==> src/rtl/core/alle_pkg.sv <==
// Shared types and constants for the array linked list engine.
// No dependencies; imported by every module of the block.
`default_nettype none

package alle_pkg;

  localparam int NODE_COUNT  = 16;
  localparam int MAX_RESULTS = 16;
  localparam int NODE_W      = $clog2(NODE_COUNT);
  localparam int CNT_W       = $clog2(NODE_COUNT + 1);
  localparam int WORD_W      = 32;

  localparam logic [2:0] OP_INSERT = 3'd0;
  localparam logic [2:0] OP_REMOVE = 3'd1;
  localparam logic [2:0] OP_SEARCH = 3'd2;
  localparam logic [2:0] OP_SIZE   = 3'd3;
  localparam logic [2:0] OP_DUMP   = 3'd4;
  localparam logic [2:0] OP_CLEAR  = 3'd5;

  localparam logic [1:0] ST_OK        = 2'd0;
  localparam logic [1:0] ST_RANGE     = 2'd1;
  localparam logic [1:0] ST_FULL      = 2'd2;
  localparam logic [1:0] ST_NOT_FOUND = 2'd3;

  typedef logic [NODE_W-1:0] idx_t;

  // tail marks the last node of a chain
  typedef struct packed {
    logic tail;
    idx_t nxt;
  } link_t;

  typedef struct packed {
    logic              link_re;
    idx_t              link_raddr;
    logic              link_we;
    idx_t              link_waddr;
    link_t             link_wdata;
    logic              cont_re;
    idx_t              cont_raddr;
    logic              cont_we;
    idx_t              cont_waddr;
    logic [WORD_W-1:0] cont_wdata;
  } store_req_t;

  typedef struct packed {
    logic [1:0]        status;
    logic [4:0]        count;
    logic [WORD_W-1:0] word;
    logic              last;
  } res_t;

endpackage

`default_nettype wire

==> src/rtl/core/alle_store.sv <==
// Node store: link memory and content memory, with registered synchronous reads.
// Depends on alle_pkg.
`default_nettype none

module alle_store import alle_pkg::*; (
  input  wire logic              clk,
  input  wire store_req_t        req,
  output link_t                  link_rdata,
  output logic [WORD_W-1:0]      cont_rdata
);

  link_t             link_mem [NODE_COUNT];
  logic [WORD_W-1:0] cont_mem [NODE_COUNT];

  always_ff @(posedge clk) begin
    if (req.link_we) begin
      link_mem[req.link_waddr] <= req.link_wdata;
    end
    if (req.link_re) begin
      link_rdata <= link_mem[req.link_raddr];
    end
  end

  always_ff @(posedge clk) begin
    if (req.cont_we) begin
      cont_mem[req.cont_waddr] <= req.cont_wdata;
    end
    if (req.cont_re) begin
      cont_rdata <= cont_mem[req.cont_raddr];
    end
  end

endmodule

`default_nettype wire

==> src/rtl/core/alle_out.sv <==
// Result output register; parts the sequencer from the downstream handshake.
// Depends on alle_pkg.
`default_nettype none

module alle_out import alle_pkg::*; (
  input  wire logic         clk,
  input  wire logic         rst,
  input  wire logic         push,
  input  wire res_t         res,
  output logic              slot_free,
  output logic              out_valid,
  input  wire logic         out_ready,
  output logic [1:0]        status,
  output logic [4:0]        count_or_place,
  output logic [WORD_W-1:0] word_out,
  output logic              last
);

  res_t held;

  assign slot_free = !out_valid || out_ready;

  always_ff @(posedge clk) begin
    if (rst) begin
      out_valid <= 1'b0;
    end else if (push) begin
      out_valid <= 1'b1;
    end else if (out_ready) begin
      out_valid <= 1'b0;
    end
    if (push) begin
      held <= res;
    end
  end

  assign status         = held.status;
  assign count_or_place = held.count;
  assign word_out       = held.word;
  assign last           = held.last;

endmodule

`default_nettype wire

==> src/rtl/core/alle_ctrl.sv <==
// Command sequencer: list and free-chain heads, link walks, clearing pass.
// Depends on alle_pkg; drives alle_store and alle_out.
`default_nettype none

module alle_ctrl import alle_pkg::*; (
  input  wire logic              clk,
  input  wire logic              rst,
  input  wire logic              in_valid,
  output logic                   in_ready,
  input  wire logic [2:0]        opcode,
  input  wire logic [7:0]        position,
  input  wire logic [WORD_W-1:0] data_value,
  input  wire logic              cfg_wr_en,
  input  wire logic [4:0]        cfg_wr_data,
  output store_req_t             req,
  input  wire link_t             link_rdata,
  input  wire logic [WORD_W-1:0] cont_rdata,
  input  wire logic              slot_free,
  output logic                   push,
  output res_t                   res
);

  typedef enum logic [3:0] {
    S_CLR, S_IDLE, S_INS_A, S_INS_B, S_INS_C, S_WALK, S_AFTER,
    S_REM2, S_REM3, S_SRCH, S_DUMP, S_EMIT
  } state_t;

  state_t            state;
  logic [2:0]        op_q;
  logic [7:0]        pos_q;
  logic [WORD_W-1:0] val_q;
  idx_t              cur;
  idx_t              a_q;
  link_t             fnext;
  logic [CNT_W-1:0]  steps;
  logic [CNT_W-1:0]  cnt;
  logic              first;
  logic [1:0]        res_status;
  logic [CNT_W-1:0]  res_count;
  idx_t              clr_idx;
  logic              clr_reply;
  idx_t              list_head;
  logic              list_empty;
  idx_t              free_head;
  logic              free_empty;
  logic [CNT_W-1:0]  size;
  logic [4:0]        cap;
  logic [CNT_W-1:0]  cap_eff;
  logic [CNT_W-1:0]  dump_len;
  logic              accept;
  logic              srch_more;

  assign in_ready = (state == S_IDLE);
  assign accept   = in_valid && in_ready;

  always_comb begin
    if (cap == 5'd0) begin
      cap_eff = CNT_W'(1);
    end else if (32'(cap) > NODE_COUNT) begin
      cap_eff = CNT_W'(NODE_COUNT);
    end else begin
      cap_eff = CNT_W'(cap);
    end
    if (32'(size) > MAX_RESULTS) begin
      dump_len = CNT_W'(MAX_RESULTS);
    end else begin
      dump_len = size;
    end
  end

  assign srch_more = (cont_rdata != val_q) && !link_rdata.tail &&
                     (32'(cnt) != NODE_COUNT);

  // memory requests
  always_comb begin
    req = '0;
    case (state)
      S_CLR: begin
        req.link_we    = 1'b1;
        req.link_waddr = clr_idx;
        if (CNT_W'(clr_idx) + CNT_W'(1) < cap_eff) begin
          req.link_wdata = '{tail: 1'b0, nxt: idx_t'(clr_idx + 1'b1)};
        end else begin
          req.link_wdata = '{tail: 1'b1, nxt: '0};
        end
      end
      S_INS_A: begin
        req.link_re    = 1'b1;
        req.link_raddr = free_head;
      end
      S_INS_B: begin
        req.cont_we    = 1'b1;
        req.cont_waddr = free_head;
        req.cont_wdata = val_q;
        if (pos_q == 8'd1) begin
          req.link_we    = 1'b1;
          req.link_waddr = free_head;
          req.link_wdata = '{tail: list_empty, nxt: list_head};
        end
      end
      S_WALK: begin
        if (first) begin
          req.link_re    = 1'b1;
          req.link_raddr = cur;
        end else if (steps != '0) begin
          req.link_re    = 1'b1;
          req.link_raddr = link_rdata.nxt;
        end
      end
      S_AFTER: begin
        if (op_q == OP_INSERT) begin
          req.link_we    = 1'b1;
          req.link_waddr = free_head;
          req.link_wdata = link_rdata;
        end else if (pos_q == 8'd1) begin
          req.link_we    = 1'b1;
          req.link_waddr = cur;
          req.link_wdata = '{tail: free_empty, nxt: free_head};
        end else begin
          req.link_re    = 1'b1;
          req.link_raddr = link_rdata.nxt;
        end
      end
      S_INS_C: begin
        req.link_we    = 1'b1;
        req.link_waddr = cur;
        req.link_wdata = '{tail: 1'b0, nxt: free_head};
      end
      S_REM2: begin
        req.link_we    = 1'b1;
        req.link_waddr = cur;
        req.link_wdata = link_rdata;
      end
      S_REM3: begin
        req.link_we    = 1'b1;
        req.link_waddr = a_q;
        req.link_wdata = '{tail: free_empty, nxt: free_head};
      end
      S_SRCH: begin
        if (first) begin
          req.link_re    = 1'b1;
          req.link_raddr = cur;
          req.cont_re    = 1'b1;
          req.cont_raddr = cur;
        end else if (srch_more) begin
          req.link_re    = 1'b1;
          req.link_raddr = link_rdata.nxt;
          req.cont_re    = 1'b1;
          req.cont_raddr = link_rdata.nxt;
        end
      end
      S_DUMP: begin
        if (first) begin
          req.link_re    = 1'b1;
          req.link_raddr = cur;
          req.cont_re    = 1'b1;
          req.cont_raddr = cur;
        end else if (slot_free && cnt != dump_len) begin
          req.link_re    = 1'b1;
          req.link_raddr = link_rdata.nxt;
          req.cont_re    = 1'b1;
          req.cont_raddr = link_rdata.nxt;
        end
      end
      default: begin
      end
    endcase
  end

  // result words
  always_comb begin
    push = 1'b0;
    res  = '{status: ST_OK, count: 5'd0, word: '0, last: 1'b1};
    if (state == S_EMIT && slot_free) begin
      push       = 1'b1;
      res.status = res_status;
      res.count  = 5'(res_count);
    end else if (state == S_DUMP && !first && slot_free) begin
      push     = 1'b1;
      res.word = cont_rdata;
      res.last = (cnt == dump_len);
    end
  end

  always_ff @(posedge clk) begin
    if (rst) begin
      state      <= S_CLR;
      clr_idx    <= '0;
      clr_reply  <= 1'b0;
      cap        <= 5'd16;
      list_head  <= '0;
      list_empty <= 1'b1;
      free_head  <= '0;
      free_empty <= 1'b0;
      size       <= '0;
      first      <= 1'b0;
    end else begin
      if (cfg_wr_en) begin
        cap <= cfg_wr_data;
      end
      case (state)
        S_CLR: begin
          clr_idx <= clr_idx + 1'b1;
          if (32'(clr_idx) == NODE_COUNT - 1) begin
            list_head  <= '0;
            list_empty <= 1'b1;
            free_head  <= '0;
            free_empty <= 1'b0;
            size       <= '0;
            res_status <= ST_OK;
            res_count  <= '0;
            state      <= clr_reply ? S_EMIT : S_IDLE;
          end
        end
        S_IDLE: begin
          if (accept) begin
            op_q      <= opcode;
            pos_q     <= position;
            val_q     <= data_value;
            cur       <= list_head;
            first     <= 1'b1;
            cnt       <= CNT_W'(1);
            res_count <= '0;
            case (opcode)
              OP_INSERT: begin
                if (position == 8'd0 || 9'(position) > 9'(size) + 9'd1) begin
                  res_status <= ST_RANGE;
                  state      <= S_EMIT;
                end else if (free_empty) begin
                  res_status <= ST_FULL;
                  state      <= S_EMIT;
                end else begin
                  state <= S_INS_A;
                end
              end
              OP_REMOVE: begin
                if (position == 8'd0 || 9'(position) > 9'(size)) begin
                  res_status <= ST_RANGE;
                  state      <= S_EMIT;
                end else begin
                  steps <= (position == 8'd1) ? '0 : CNT_W'(position - 8'd2);
                  state <= S_WALK;
                end
              end
              OP_SEARCH: begin
                if (list_empty) begin
                  res_status <= ST_NOT_FOUND;
                  state      <= S_EMIT;
                end else begin
                  state <= S_SRCH;
                end
              end
              OP_SIZE: begin
                res_status <= ST_OK;
                res_count  <= size;
                state      <= S_EMIT;
              end
              OP_DUMP: begin
                if (size == '0) begin
                  res_status <= ST_OK;
                  state      <= S_EMIT;
                end else begin
                  state <= S_DUMP;
                end
              end
              OP_CLEAR: begin
                clr_idx   <= '0;
                clr_reply <= 1'b1;
                state     <= S_CLR;
              end
              default: begin
              end
            endcase
          end
        end
        S_INS_A: begin
          state <= S_INS_B;
        end
        S_INS_B: begin
          fnext <= link_rdata;
          if (pos_q == 8'd1) begin
            list_head  <= free_head;
            list_empty <= 1'b0;
            free_head  <= link_rdata.nxt;
            free_empty <= link_rdata.tail;
            size       <= size + 1'b1;
            res_status <= ST_OK;
            state      <= S_EMIT;
          end else begin
            steps <= CNT_W'(pos_q - 8'd2);
            first <= 1'b1;
            state <= S_WALK;
          end
        end
        S_WALK: begin
          if (first) begin
            first <= 1'b0;
          end else if (steps != '0) begin
            cur   <= link_rdata.nxt;
            steps <= steps - 1'b1;
          end else begin
            state <= S_AFTER;
          end
        end
        S_AFTER: begin
          if (op_q == OP_INSERT) begin
            state <= S_INS_C;
          end else if (pos_q == 8'd1) begin
            list_head  <= link_rdata.nxt;
            list_empty <= link_rdata.tail;
            free_head  <= cur;
            free_empty <= 1'b0;
            size       <= size - 1'b1;
            res_status <= ST_OK;
            state      <= S_EMIT;
          end else begin
            a_q   <= link_rdata.nxt;
            state <= S_REM2;
          end
        end
        S_INS_C: begin
          free_head  <= fnext.nxt;
          free_empty <= fnext.tail;
          size       <= size + 1'b1;
          res_status <= ST_OK;
          state      <= S_EMIT;
        end
        S_REM2: begin
          state <= S_REM3;
        end
        S_REM3: begin
          free_head  <= a_q;
          free_empty <= 1'b0;
          size       <= size - 1'b1;
          res_status <= ST_OK;
          state      <= S_EMIT;
        end
        S_SRCH: begin
          if (first) begin
            first <= 1'b0;
          end else if (cont_rdata == val_q) begin
            res_status <= ST_OK;
            res_count  <= cnt;
            state      <= S_EMIT;
          end else if (!srch_more) begin
            res_status <= ST_NOT_FOUND;
            state      <= S_EMIT;
          end else begin
            cur <= link_rdata.nxt;
            cnt <= cnt + 1'b1;
          end
        end
        S_DUMP: begin
          if (first) begin
            first <= 1'b0;
          end else if (slot_free) begin
            if (cnt == dump_len) begin
              state <= S_IDLE;
            end else begin
              cnt <= cnt + 1'b1;
            end
          end
        end
        S_EMIT: begin
          if (slot_free) begin
            state <= S_IDLE;
          end
        end
        default: begin
          state <= S_IDLE;
        end
      endcase
    end
  end

  a_size_bound: assert property (@(posedge clk) disable iff (rst)
    32'(size) <= NODE_COUNT) else $error("list size beyond node count");

  a_empty_size: assert property (@(posedge clk) disable iff (rst)
    (state == S_IDLE) |-> (list_empty == (size == '0)))
    else $error("empty flag disagrees with size");

  // unused opcodes are dropped and leave the sequencer idle
  a_one_item: assert property (@(posedge clk) disable iff (rst)
    accept && (opcode <= OP_CLEAR) |=> !in_ready)
    else $error("second word taken while busy");

  a_push_free: assert property (@(posedge clk) disable iff (rst)
    push |-> slot_free) else $error("result pushed into full slot");

endmodule

`default_nettype wire

==> src/rtl/core/array_linked_list_engine_unit.sv <==
// Ordered list of 32-bit words in a 16-node store with a free chain. One
// command word is taken at a time; in_ready is high only while idle. Size,
// clear-reply and error words need no walk; search walks to the match;
// remove and insert past position 1 walk to the node before it; dump emits
// one word per node, stalling on out_ready. Each walk step costs one
// link-memory read. After reset and on every clear, a clearing pass over
// all 16 nodes rebuilds the free chain; no command word is taken meanwhile.
// A capacity write takes effect at the next clear. Depends on alle_pkg.
`default_nettype none

module array_linked_list_engine_unit import alle_pkg::*; (
  input  wire logic              clk,
  input  wire logic              rst,
  input  wire logic              in_valid,
  output logic                   in_ready,
  input  wire logic [2:0]        opcode,
  input  wire logic [7:0]        position,
  input  wire logic [WORD_W-1:0] data_value,
  output logic                   out_valid,
  input  wire logic              out_ready,
  output logic [1:0]             status,
  output logic [4:0]             count_or_place,
  output logic [WORD_W-1:0]      word_out,
  output logic                   last,
  input  wire logic              cfg_wr_en,
  input  wire logic [4:0]        cfg_wr_data
);

  store_req_t        req;
  link_t             link_rdata;
  logic [WORD_W-1:0] cont_rdata;
  logic              slot_free;
  logic              push;
  res_t              res;

  alle_ctrl u_ctrl (
    .clk        (clk),
    .rst        (rst),
    .in_valid   (in_valid),
    .in_ready   (in_ready),
    .opcode     (opcode),
    .position   (position),
    .data_value (data_value),
    .cfg_wr_en  (cfg_wr_en),
    .cfg_wr_data(cfg_wr_data),
    .req        (req),
    .link_rdata (link_rdata),
    .cont_rdata (cont_rdata),
    .slot_free  (slot_free),
    .push       (push),
    .res        (res)
  );

  alle_store u_store (
    .clk       (clk),
    .req       (req),
    .link_rdata(link_rdata),
    .cont_rdata(cont_rdata)
  );

  alle_out u_out (
    .clk           (clk),
    .rst           (rst),
    .push          (push),
    .res           (res),
    .slot_free     (slot_free),
    .out_valid     (out_valid),
    .out_ready     (out_ready),
    .status        (status),
    .count_or_place(count_or_place),
    .word_out      (word_out),
    .last          (last)
  );

endmodule

`default_nettype wire
==> config.mk <==
export PLATFORM = sky130hd
export DESIGN_NAME = array_linked_list_engine_unit
export DESIGN_NICKNAME = d
export VERILOG_FILES = /design/src/rtl/core/alle_pkg.sv /design/src/rtl/core/alle_store.sv /design/src/rtl/core/alle_out.sv /design/src/rtl/core/alle_ctrl.sv /design/src/rtl/core/array_linked_list_engine_unit.sv
export SDC_FILE = /design/constraint.sdc
export NUM_CORES = 1
export LEC_CHECK = 0
export BUFFER_PORTS_ARGS = -buffer_cell sky130_fd_sc_hd__buf_2
export CORE_MARGIN = 2
export CORE_UTILIZATION = 55
export CTS_BUF_LIST = sky130_fd_sc_hd__clkbuf_4 sky130_fd_sc_hd__clkbuf_8
export DETAILED_ROUTE_END_ITERATION = 16
export GPL_TIMING_DRIVEN = 0
export HOLD_SLACK_MARGIN = 0.15
export PLACE_DENSITY = 0.72
export SYNTH_ARGS = -nofsm -noshare
export SYNTH_HDL_FRONTEND = slang
export SYNTH_HIERARCHICAL = 1
export SYNTH_SLANG_ARGS = --single-unit
==> constraint.sdc <==
create_clock -name clk -period 7.5 [get_ports clk]
set_input_delay 1.5 -clock clk [delete_from_list [all_inputs] [get_ports clk]]
set_output_delay 1.5 -clock clk [all_outputs]
set_load 0.05 [all_outputs]
Word-level counts from Yosys, hierarchy flattened
Memories as Yosys holds them, arrays and structs flattened. A register that Yosys moved wholly into a read port is not among the register bits.
Cells that the tools add are included.
- flip-flop bits (word level): 144
- bits in writable memories: 592
- output and inout bits: 42
- memories kept: 2
- $add $sub $neg: 9
- magnitude comparators: 5
- eq/ne operators: 52
- muxes and demuxes: 118
- bitwise gates (word level): 4
- reduce and logical (&&, ||, !) cells: 47
- memory list (memory ; depth ; width ; read ports ; clocked after Yosys merged registers in ; wr ports ; line ; source):
    u_store.cont_mem ; 16 ; 32 ; 1 ; 1 ; 1 ; alle_store.sv:13 ; logic [WORD_W-1:0] cont_mem [NODE_COUNT];
    u_store.link_mem ; 16 ; 5 ; 1 ; 1 ; 1 ; alle_store.sv:12 ; link_t link_mem [NODE_COUNT];
- operator list (operator ; number):
    two-way mux 5 bit ; 34
    two-way mux 4 bit ; 32
    case mux 10 bit (6 select lines) ; 1
    case mux 5 bit (5 select lines) ; 2
    case mux 5 bit (3 select lines) ; 3
    case mux 4 bit (11 select lines) ; 1
    two-way mux 37 bit ; 1
    equality test 32 bit ; 1
    inequality test 32 bit ; 1
    two-way mux 10 bit ; 3
    two-way mux 2 bit ; 13
    inequality test 2 bit, second input constant ; 13
    case mux 4 bit (3 select lines) ; 2
    case mux 4 bit (6 select lines) ; 1
    equality test 4 bit, second input constant ; 5
    case mux 4 bit (5 select lines) ; 1
    nonzero test 3 bit ; 6
    two-way mux 1 bit ; 17
    equality test 4 x 3 -> 1 bit, second input constant ; 4
    equality test 8 x 1 -> 1 bit, second input constant ; 2
    inequality test 2 x 1 -> 1 bit, second input constant ; 8
    AND reduction 8 bit ; 2
    inequality test 3 bit, second input constant ; 4
    case mux 2 bit (6 select lines) ; 1
    other kinds (47) ; 77

Depth between registers and ports, before layout
Gate-level depths: netlist of run 1.
- depth in word-level cells: 8
- mapped depth: 14
- depth with buffers taken out: 11

By module
Netlist of run 1, hierarchy kept.
- by module, submodules not included (module ; times used ; cells each ; area an instance (µm²) ; seq. area each (µm²)):
    alle_store ; 1 ; 994 ; 23413.7 ; 18888.1
    alle_ctrl ; 1 ; 735 ; 6854.1 ; 2792.7
    alle_out ; 1 ; 44 ; 1247.4 ; 1221.2

Least setup slack after synthesis of run 1
OpenSTA, ideal clock, no wires.
- kind: flip-flop to flip-flop
- start point: reg u_ctrl.state[1]
- end point: mem u_store.cont_mem[0][0] (enable)
- library setup time: 0.461 ns
- arrival time: 4.167 ns
- data required time: 7.039 ns
- path slack: 2.872 ns
- cell stages (with the launch flop): 8
- buffers on the path: 2
- clock period less this slack: 4.628 ns
- path through: dfxtp_1 -> nor2b_1 -> nand3b_4 -> inv_2 -> clkbuf_1 -> clkbuf_1 -> or3b_2 -> nor3_1
- RTL lines (what ; line ; source):
    start, declared ; alle_ctrl.sv:28 ; state_t state;
    start signal, assigned ; alle_ctrl.sv:212 ; state <= clr_reply ? S_EMIT : S_IDLE;
    end, declared ; alle_store.sv:13 ;

==> results of run 1 <==
-- power by group --
group	internal, uW	leakage, uW	switching, uW
sequential	4900	0.00634	74.2
combinational	247	0.00329	518
clock	1860	0.00125	1580
-- layout by cell type (no fill, tap or decap), types with 8 or more instances in the layout --
cell,instances
nand2b_1,10
clkinv_1,34
dfxtp_1,31
clkbuf_4,41
xnor2_1,43
buf_2,112
a21oi_1,30
buf_6,11
nor2_1,65
clkbuf_1,50
nand2_1,91
a222oi_1,13
a22oi_1,74
clkbuf_8,123
nand3_1,29
nor2b_1,15
buf_12,11
clkinv_2,9
xor2_1,8
nor2_4,12
buf_1,13
mux4_2,148
and2_1,49
nor3_1,21
ha_1,26
nand3b_1,10
buf_4,14
inv_1,31
o21ai_0,29
o211ai_1,9
nand4_1,12
nor4_1,10
and3_1,38
a22o_1,9
edfxtp_1,742
-- worst max-delay path by stage --
stage | from | end | cells past startpoint
after detailed placement | out_ready | u_store/cont_rdata[21] | 13
after floorplan | u_ctrl/state[1] | u_store/cont_mem[0][0] | 7
final | out_ready | u_store/cont_rdata[5] | 13
after global routing | out_ready | u_store/cont_rdata[21] | 13
after global placement | u_ctrl/state[1] | u_store/cont_mem[12][17] | 7
after CTS | out_ready | u_store/cont_rdata[21] | 13
-- per-stage QoR --
step           cells  power, uW  TNS, ns  setup slack (ns)  hold WS, ns
5_1_grt         2871       9510        0              2.29        0.510
4_1_cts         2870       9240        0              2.54        0.482
3_3_place_gp    2622       5780   -86.79            -0.862        0.456
3_5_place_dp    2655       5820        0              1.78        0.467
6_report        2871       9180        0              2.36        0.486
2_1_floorplan   1773       5530        0              2.87        0.442
-- logic make-up (layout without fill, tap and decap cells) --
family,after synthesis,in the layout,synth area share [%]
AOI/OAI and AO/OA,237,237,5.49
xor gates and xnor gates,51,51,1.42
adders and majority gates,27,27,1.10
buffers and inverters,127,468,1.71
DFF,773,773,72.7
muxes,156,156,10.8
other,0,1,0
and+or+nand+nor,402,402,6.77
-- final cells by class --
type	instances	area share, %
Sequential cell	773	63.7
Multi-Input combinational cell	873	22.8
Clock buffer	164	5.57
Timing Repair Buffer	126	2.77
Tap cell	756	2.63
Buffer	93	1.15
Clock inverter	51	1.00
Inverter	34	0.355
Antenna cell	1	0.00696
-- routing by layer --
| metal | vias to the layer above | share of wire, % | track usage [%] |
|---|---|---|---|
| li1 | 7689 | - | - |
| met1 | 9304 | 39 | 36.5 |
| met2 | 989 | 49 | 43.0 |
| met3 | 185 | 9.4 | 5.73 |
| met4 | 0 | 3.4 | 9.92 |
| met5 | - | 0 | 0 |
-- registers in the layout, summed over array words and instances, names as in the netlist, 5 cells and up --
| signal | count |
|---|---|
| u_ctrl/fnext | 5 |
| u_out/word_out | 32 |
| u_ctrl/size | 5 |
| u_ctrl/res_count | 5 |
| u_ctrl/cnt | 5 |
| u_store/link_rdata | 5 |
| u_ctrl/val_q | 32 |
| u_out/count_or_place | 5 |
| u_store/cont_rdata | 32 |
| u_store/link_mem | 80 |
| u_ctrl/pos_q | 8 |
| u_ctrl/cap | 5 |
| u_ctrl/steps | 5 |
| u_store/cont_mem | 512 |
-- worst reg2reg max path, delay by kind of cell, from the launching register on --
kind / cells / cell delay [ns]
flops: 1 / 0.41
xor+xnor: 1 / 0.63
simple gates: 4 / 1.62
compound gates: 3 / 0.88
mux: 1 / 0.45
buf+inv: 2 / 0.73
==> metrics.md, run 1 <==
| Metric | Value |
|---|---|
| Vias per inst | 6.33 |
| Routability cong. | between 0.9 and 1 |
| CP max FO | 10 |
| Gr usage total | 26.8% |
| Max-cap violation count | 0 |
| Layout area overhead | 14.1% |
| Hold bufs inserted after CTS | 0 |
| Most frequent cell after synthesis | edfxtp_1 |
| Util after Layout | 63.6% |
| Cell Area, Placed | 33600 um^2 |
| Final instance area | 35900 um^2 |
| Yosys cell types | 85 |
| Hold Vio Cnt, Final | 0 |
| Largest net degree at the start of global routing | 26 |
| R2R cell count | 11 |
| CTS sink cnt | 773 |
| Clock latency on the worst-skew pair | 0.74 ns |
| Drc violations | 0 |
| Routed Antenna Nets | 0 |
| Num rows | 87 |
| Clock slew at reported path FFs | 0.06 ns |
| Slowest CP cell | buf_1 |
| First-pass GRT wire length | 116000 um |
| PortBufs | 93 |
| Initial core utilization | 55.8% |
| WL/cell | 27.3 um |
| Peak supply drop | 0.000181 V |
| Grt ovf | 0 |
| Clk root buf | clkbuf_8 |
| Vias | 18200 |
| Hold_sp | u_ctrl/clr_reply |
| Die H | around 240 um |
| Post-CTS Resized | 0 |
| CP arrival | 5.59 ns |
| Worst setup SP type | input pin |
| Core Region | 56500 um^2 |
| Chip Width | roughly 240 um |
| Flops & latches, synth | 773 |
| FF+latch area | between 20000 and 25000 um^2 |
| R2r endpoint | u_store/cont_rdata[5] |
| Cells along the critical path | buf_2, nand2b_4, nor2b_1, clkbuf_1, o211ai_1, nand2_1, o21ai_0, a21boi_0, buf_2, buf_1, mux4_2, a22oi_1, nand2_1 |
| Yosys top cell by area | edfxtp_1 |
| Hold path endpoint | u_ctrl/clr_reply |
| CP Class | input pin to register |
| Worst Tran Pin Value | 1.18 ns |
| Setup Fix Bufs, Post-CTS | 0 |
| Die ar. | 59200 um^2 |
| H-tree depth | 3 |
| Post-detail-place hpwl | 52500 um |
| Seq/Total Area, Yosys | 72.7% |
| CP bufs+invs | 4 |
| Final max-slew violation count | 0 |
| CP peak stage delay | slightly below 0.8 ns |
| Relative slew slack | 21.0% |
| Post-route clock period utilization | 68.5% |
| Hold path cells | 1 |
| Vias in the first global route | 18300 |
| Worst Path Required | 7.95 ns |
| Top Family by Delay on Critical Path | buffers and inverters |
| Post-synth top cells | edfxtp_1, mux4_2, nand2_1, nor2_1, a22oi_1 |
| Cts bufs inserted | 118 |
| Max Buffers Root-to-Sink | 3 |
| Yosys synthesis warning count | 6 |
| TritonRoute pass-1 iters | 5 |
| Aggregate routed wire length | approximately 80000 um |
| Num ports | 95 |
| Post-synthesis net count | 1853 |
| CTS tree | built |
| Leak Pwr | 0.0109 uW |
| Initial antenna violation count | 1 |
| Post-synth EDFFs | 742 |
| Max Clk Rate | 0.195 GHz |
| Async set-reset flop share out of synthesis | 0% |
| Worst r2r src | u_store/cont_rdata[7] |
| Power Density | about 260 nW/um^2 |
| Worst clock skew | 0.0548 ns |
| Flop-to-flop setup slack | 2.53 ns |
| Mean post-synth cell area | between 15 and 20 um^2 |
| Path type of the worst min-delay path | register to register |
| Min cycle time layout | slightly above 5 ns |
| Ys flop type | edfxtp_1 |
| Setup violators final | 0 |
| Synth area leaders | edfxtp_1, mux4_2, dfxtp_1 |
| Initial drt markers | between 2000 and 2500 |
| Crit end category | register |
| Fillcell total | slightly below 4000 |
| Status | completed |
| Fraction of final layout cells sized beyond drive strength 1 | roughly a quarter |
| RSZ-0062 raised after global routing | false |
| Mapped Area | 31500 um^2 |
| Area share of the largest cell type after synthesis | 70.7% |
| Final-stage net count | 2099 |
| Synth Instances | ~1800 |
| Multi-input logic area | 8200 um^2 |
No activity file was read; power rests on OpenSTA's default activity.
==> run 2: changes to the inputs <==
- ABC_AREA: default -> 1
- PLACE_DENSITY: 0.72 -> 0.74
- clock period: 7.5 -> 4.3 ns (I/O delays scaled with it)
==> run 2 against run 1 <==
Effect of this change: worst hold slack worse by 0.23 ns; clock skew shrank 0.0081 ns; critical endpoint is now u_store/cont_rdata[29]; routed wire length increased by 23%; design area increased by 10%; critical path type is now register to register; largest power group unchanged.
==> metrics.md, run 2 <==
| Metric | Value |
|---|---|
| Biggest regs | u_store/cont_mem: 512 flops, u_store/link_mem: 80 flops |
| Vias | 25800 |
| Mapped Area | 34900 um^2 |
| Yosys top cell by area | edfxtp_1 |
| Sequential share of power | 52.9% |
| Util after Layout | between 60% and 70% |
| Hold path cells | 1 |
| TritonRoute pass-1 iters | 7 |
| R2r endpoint | u_store/cont_rdata[29] |
| Initial antenna violation count | 2 |
| Worst r2r src | u_ctrl/size[0] |
| Cts bufs inserted | 130 |
| Final max-slew violation count | 0 |
| Status | completed |
| Aggregate routed wire length | 96500 um |
| PortBufs | between 90 and 100 |
| Async set-reset flop share out of synthesis | 0% |
| Post-route clock period utilization | 96.7% |
| R2R cell count | 16 |
| Chip Width | about 260 um |
| Most frequent cell after synthesis | nand2_1 |
| Most common cell after layout, fill and taps aside | nand2_1 |
| Setup WS pre-CTS | 0.309 ns |
| Min cycle time layout | around 4.2 ns |
| Worst Path Required | 4.82 ns |
| Max Buffers Root-to-Sink | 3 |
| Relative slew slack | 18.1% |
| Placed cells | 4448 |
| Post-synth EDFFs | 742 |
| Hold Vio Cnt, Final | 0 |
| Ys flop type | edfxtp_1 |
| Power Density | 407 nW/um^2 |
| Leak Pwr | ~0.017 uW |
| Grt ovf | 0 |
| Setup Fix Bufs, Post-CTS | 0 |
| Setup violators final | 0 |
| Post-CTS Resized | 0 |
| Sw frac | 23.3% |
| Largest net degree at the start of global routing | 26 |
| Crit path from | u_ctrl/size[0] |
| Yosys cell types | 49 |
| Post-synth top cells | nand2_1, edfxtp_1, inv_1, nand3_1, nor2_1 |
| Drc violations | 0 |
| Num rows | slightly above 90 |
| CP arrival | about 4.7 ns |
| Overall power | 16100 uW |
| Die ar. | 65500 um^2 |
| Routed Antenna Nets | 0 |
| Synth area leaders | edfxtp_1, nand2_1, nand3_1 |
| Vias per inst | 5.52 |
| Clock latency on the worst-skew pair | 0.79 ns |
| Core Region | about 63000 um^2 |
| Worst Tran Pin Value | 1.22 ns |
| First-pass GRT wire length | 143000 um |
| Seq/Total Area, Yosys | 65.7% |
| Multi-input logic area | 8890 um^2 |
| Num ports | 95 |
| Worst clock skew | 0.0467 ns |
| Yosys synthesis warning count | 6 |
| Mean post-synth cell area | 10.0 um^2 |
| Flop-to-flop setup slack | 0.14 ns |
| CP Class | register to register |
| Post-synthesis net count | 3566 |
| Crit end category | register |
| Clk root buf | clkbuf_8 |
| P_int | 12400 uW |
| WL/cell | 20.6 um |
| Fin cells | approximately 4700 |
| Post-detail-place hpwl | 63700 um |
| Largest Register | u_store/cont_mem |
| Final-stage net count | between 3000 and 4000 |
| Initial drt markers | between 3000 and 4000 |
| Synth Instances | 3486 |
| Hold bufs inserted after CTS | 0 |
| RSZ-0062 raised after global routing | false |
| Flops & latches, synth | just under 800 |
| Gr usage total | 29.3% |
| Most frequent cells in the layout | nand2_1, edfxtp_1, inv_1 |
| Initial core utilization | 55.5% |
| Fraction of final layout cells sized beyond drive strength 1 | approximately an eighth |
| Clk pwr share | 40.8% |
| CTS sink cnt | roughly 770 |
| Area share of the largest cell type after synthesis | 63.9% |
| Fillcell total | 4931 |
| Hold Worst Slack | 0.252 ns |
| Logic gate share of total power | 6.3% |
| End of the critical path | u_store/cont_rdata[29] |
| Max Clk Rate | 0.240 GHz |
| CP max FO | 10 |
| P_sw | 3760 uW |
| Path type of the worst min-delay path | input pin to register |
| H-tree depth | 4 |
| Routability cong. | between 0.9 and 1 |
| Die H | roughly 260 um |
| Peak supply drop | between 0.0003 and 0.0004 V |
| Layout area overhead | 13.7% |
| Vias in the first global route | around 25000 |
| Final worst setup slack | 0.141 ns |
| CTS tree | built |
| Worst setup SP type | register |
| FF+latch area | approximately 23000 um^2 |
| Max-cap violation count | 0 |
| Clock slew at reported path FFs | 0.06 ns |
| Max FFs per register | 512 |
[run 2: cell types whose count changed after synthesis, moves of 30 or more]
cell      delta
nor2_1     +108
and2_1      -49
clkbuf_1    -30
mux4_2     -148
a22oi_1     -73
inv_1      +599
nand2_1    +916
buf_2       +42
nand3_1    +472
and3_1      -38
[run 2: worst min path at each step]
stage / endpoint / from
finish: u_ctrl/val_q[25] / data_value[25]
global route: u_ctrl/val_q[25] / data_value[25]
CTS: u_ctrl/val_q[10] / data_value[10]
detailed placement: u_ctrl/free_head[1] / u_ctrl/free_head[1]
global placement: u_ctrl/free_head[3] / u_ctrl/free_head[3]
floorplan: u_ctrl/list_head[2] / u_ctrl/list_head[2]
[run 2: layout make-up]
class,count,share of cell area [%]
diodes,1,0.00631
clock buffers,174,5.47
well taps,846,2.67
clock inverters,55,1.06
flip-flops and latches,773,57.8
inverters,642,6.09
repair buffers,116,2.42
plain buffers,136,2.11
multi-input cells,1934,22.4
[run 2: layer usage]
| metal | track usage, % | up-vias | part of all wire (%) |
|---|---|---|---|
| li1 | - | 11800 | - |
| met1 | 38.7 | 12100 | 38 |
| met5 | 0 | - | 0 |
| met2 | 46.2 | 1539 | 46 |
| met4 | 14.3 | 0 | 4.6 |
| met3 | 6.46 | 298 | 12 |
[run 2: critical path, cell delays in order (launching register included)]
cell and delay, ns:
dfxtp_1 0.53, inv_1 0.19, ha_1 0.24, nand2_1 0.15
nand2_1 0.12, nand2_1 0.10, nand2_1 0.05, nand4_1 0.22
nand2_1 0.15, o21ai_0 0.18, nand3_1 0.11, nand2_1 0.17
buf_2 0.30, clkbuf_1 0.79, nand3_1 0.33, nand3_1 0.17
nand2_1 0.10
[run 2: power groups by stage]
| stage | logic, uW | registers [uW] | clock network (uW) |
|---|---|---|---|
| 2_1_floorplan | 635 | 8680 | 0 |
| 3_3_place_gp | 943 | 8700 | 0 |
| 3_5_place_dp | 992 | 8700 | 0 |
| 4_1_cts | 997 | 8550 | 6670 |
| 5_1_grt | 1120 | 8560 | 7000 |
| 6_report | 1010 | 8540 | 6590 |
[run 2: stage by stage]
step                TNS [ns]  area, um^2
global route               0       39700
finish                     0       39700
global placement     -863.83       36400
detailed placement         0       37000
CTS                        0       39600
floorplan                  0       34900
[run 2: cell families (layout without fill, tap and decap cells)]
group | count (synthesis) | in the layout | share of synthesized area, %
adders and majority gates | 27 | 27 | 0.990
AOI/OAI and AO/OA | 132 | 132 | 2.29
xor gates and xnor gates | 32 | 32 | 0.804
other | 0 | 1 | 0
DFF | 773 | 773 | 65.7
buffers and inverters | 779 | 1123 | 9.33
and+or+nand+nor | 1743 | 1743 | 20.9
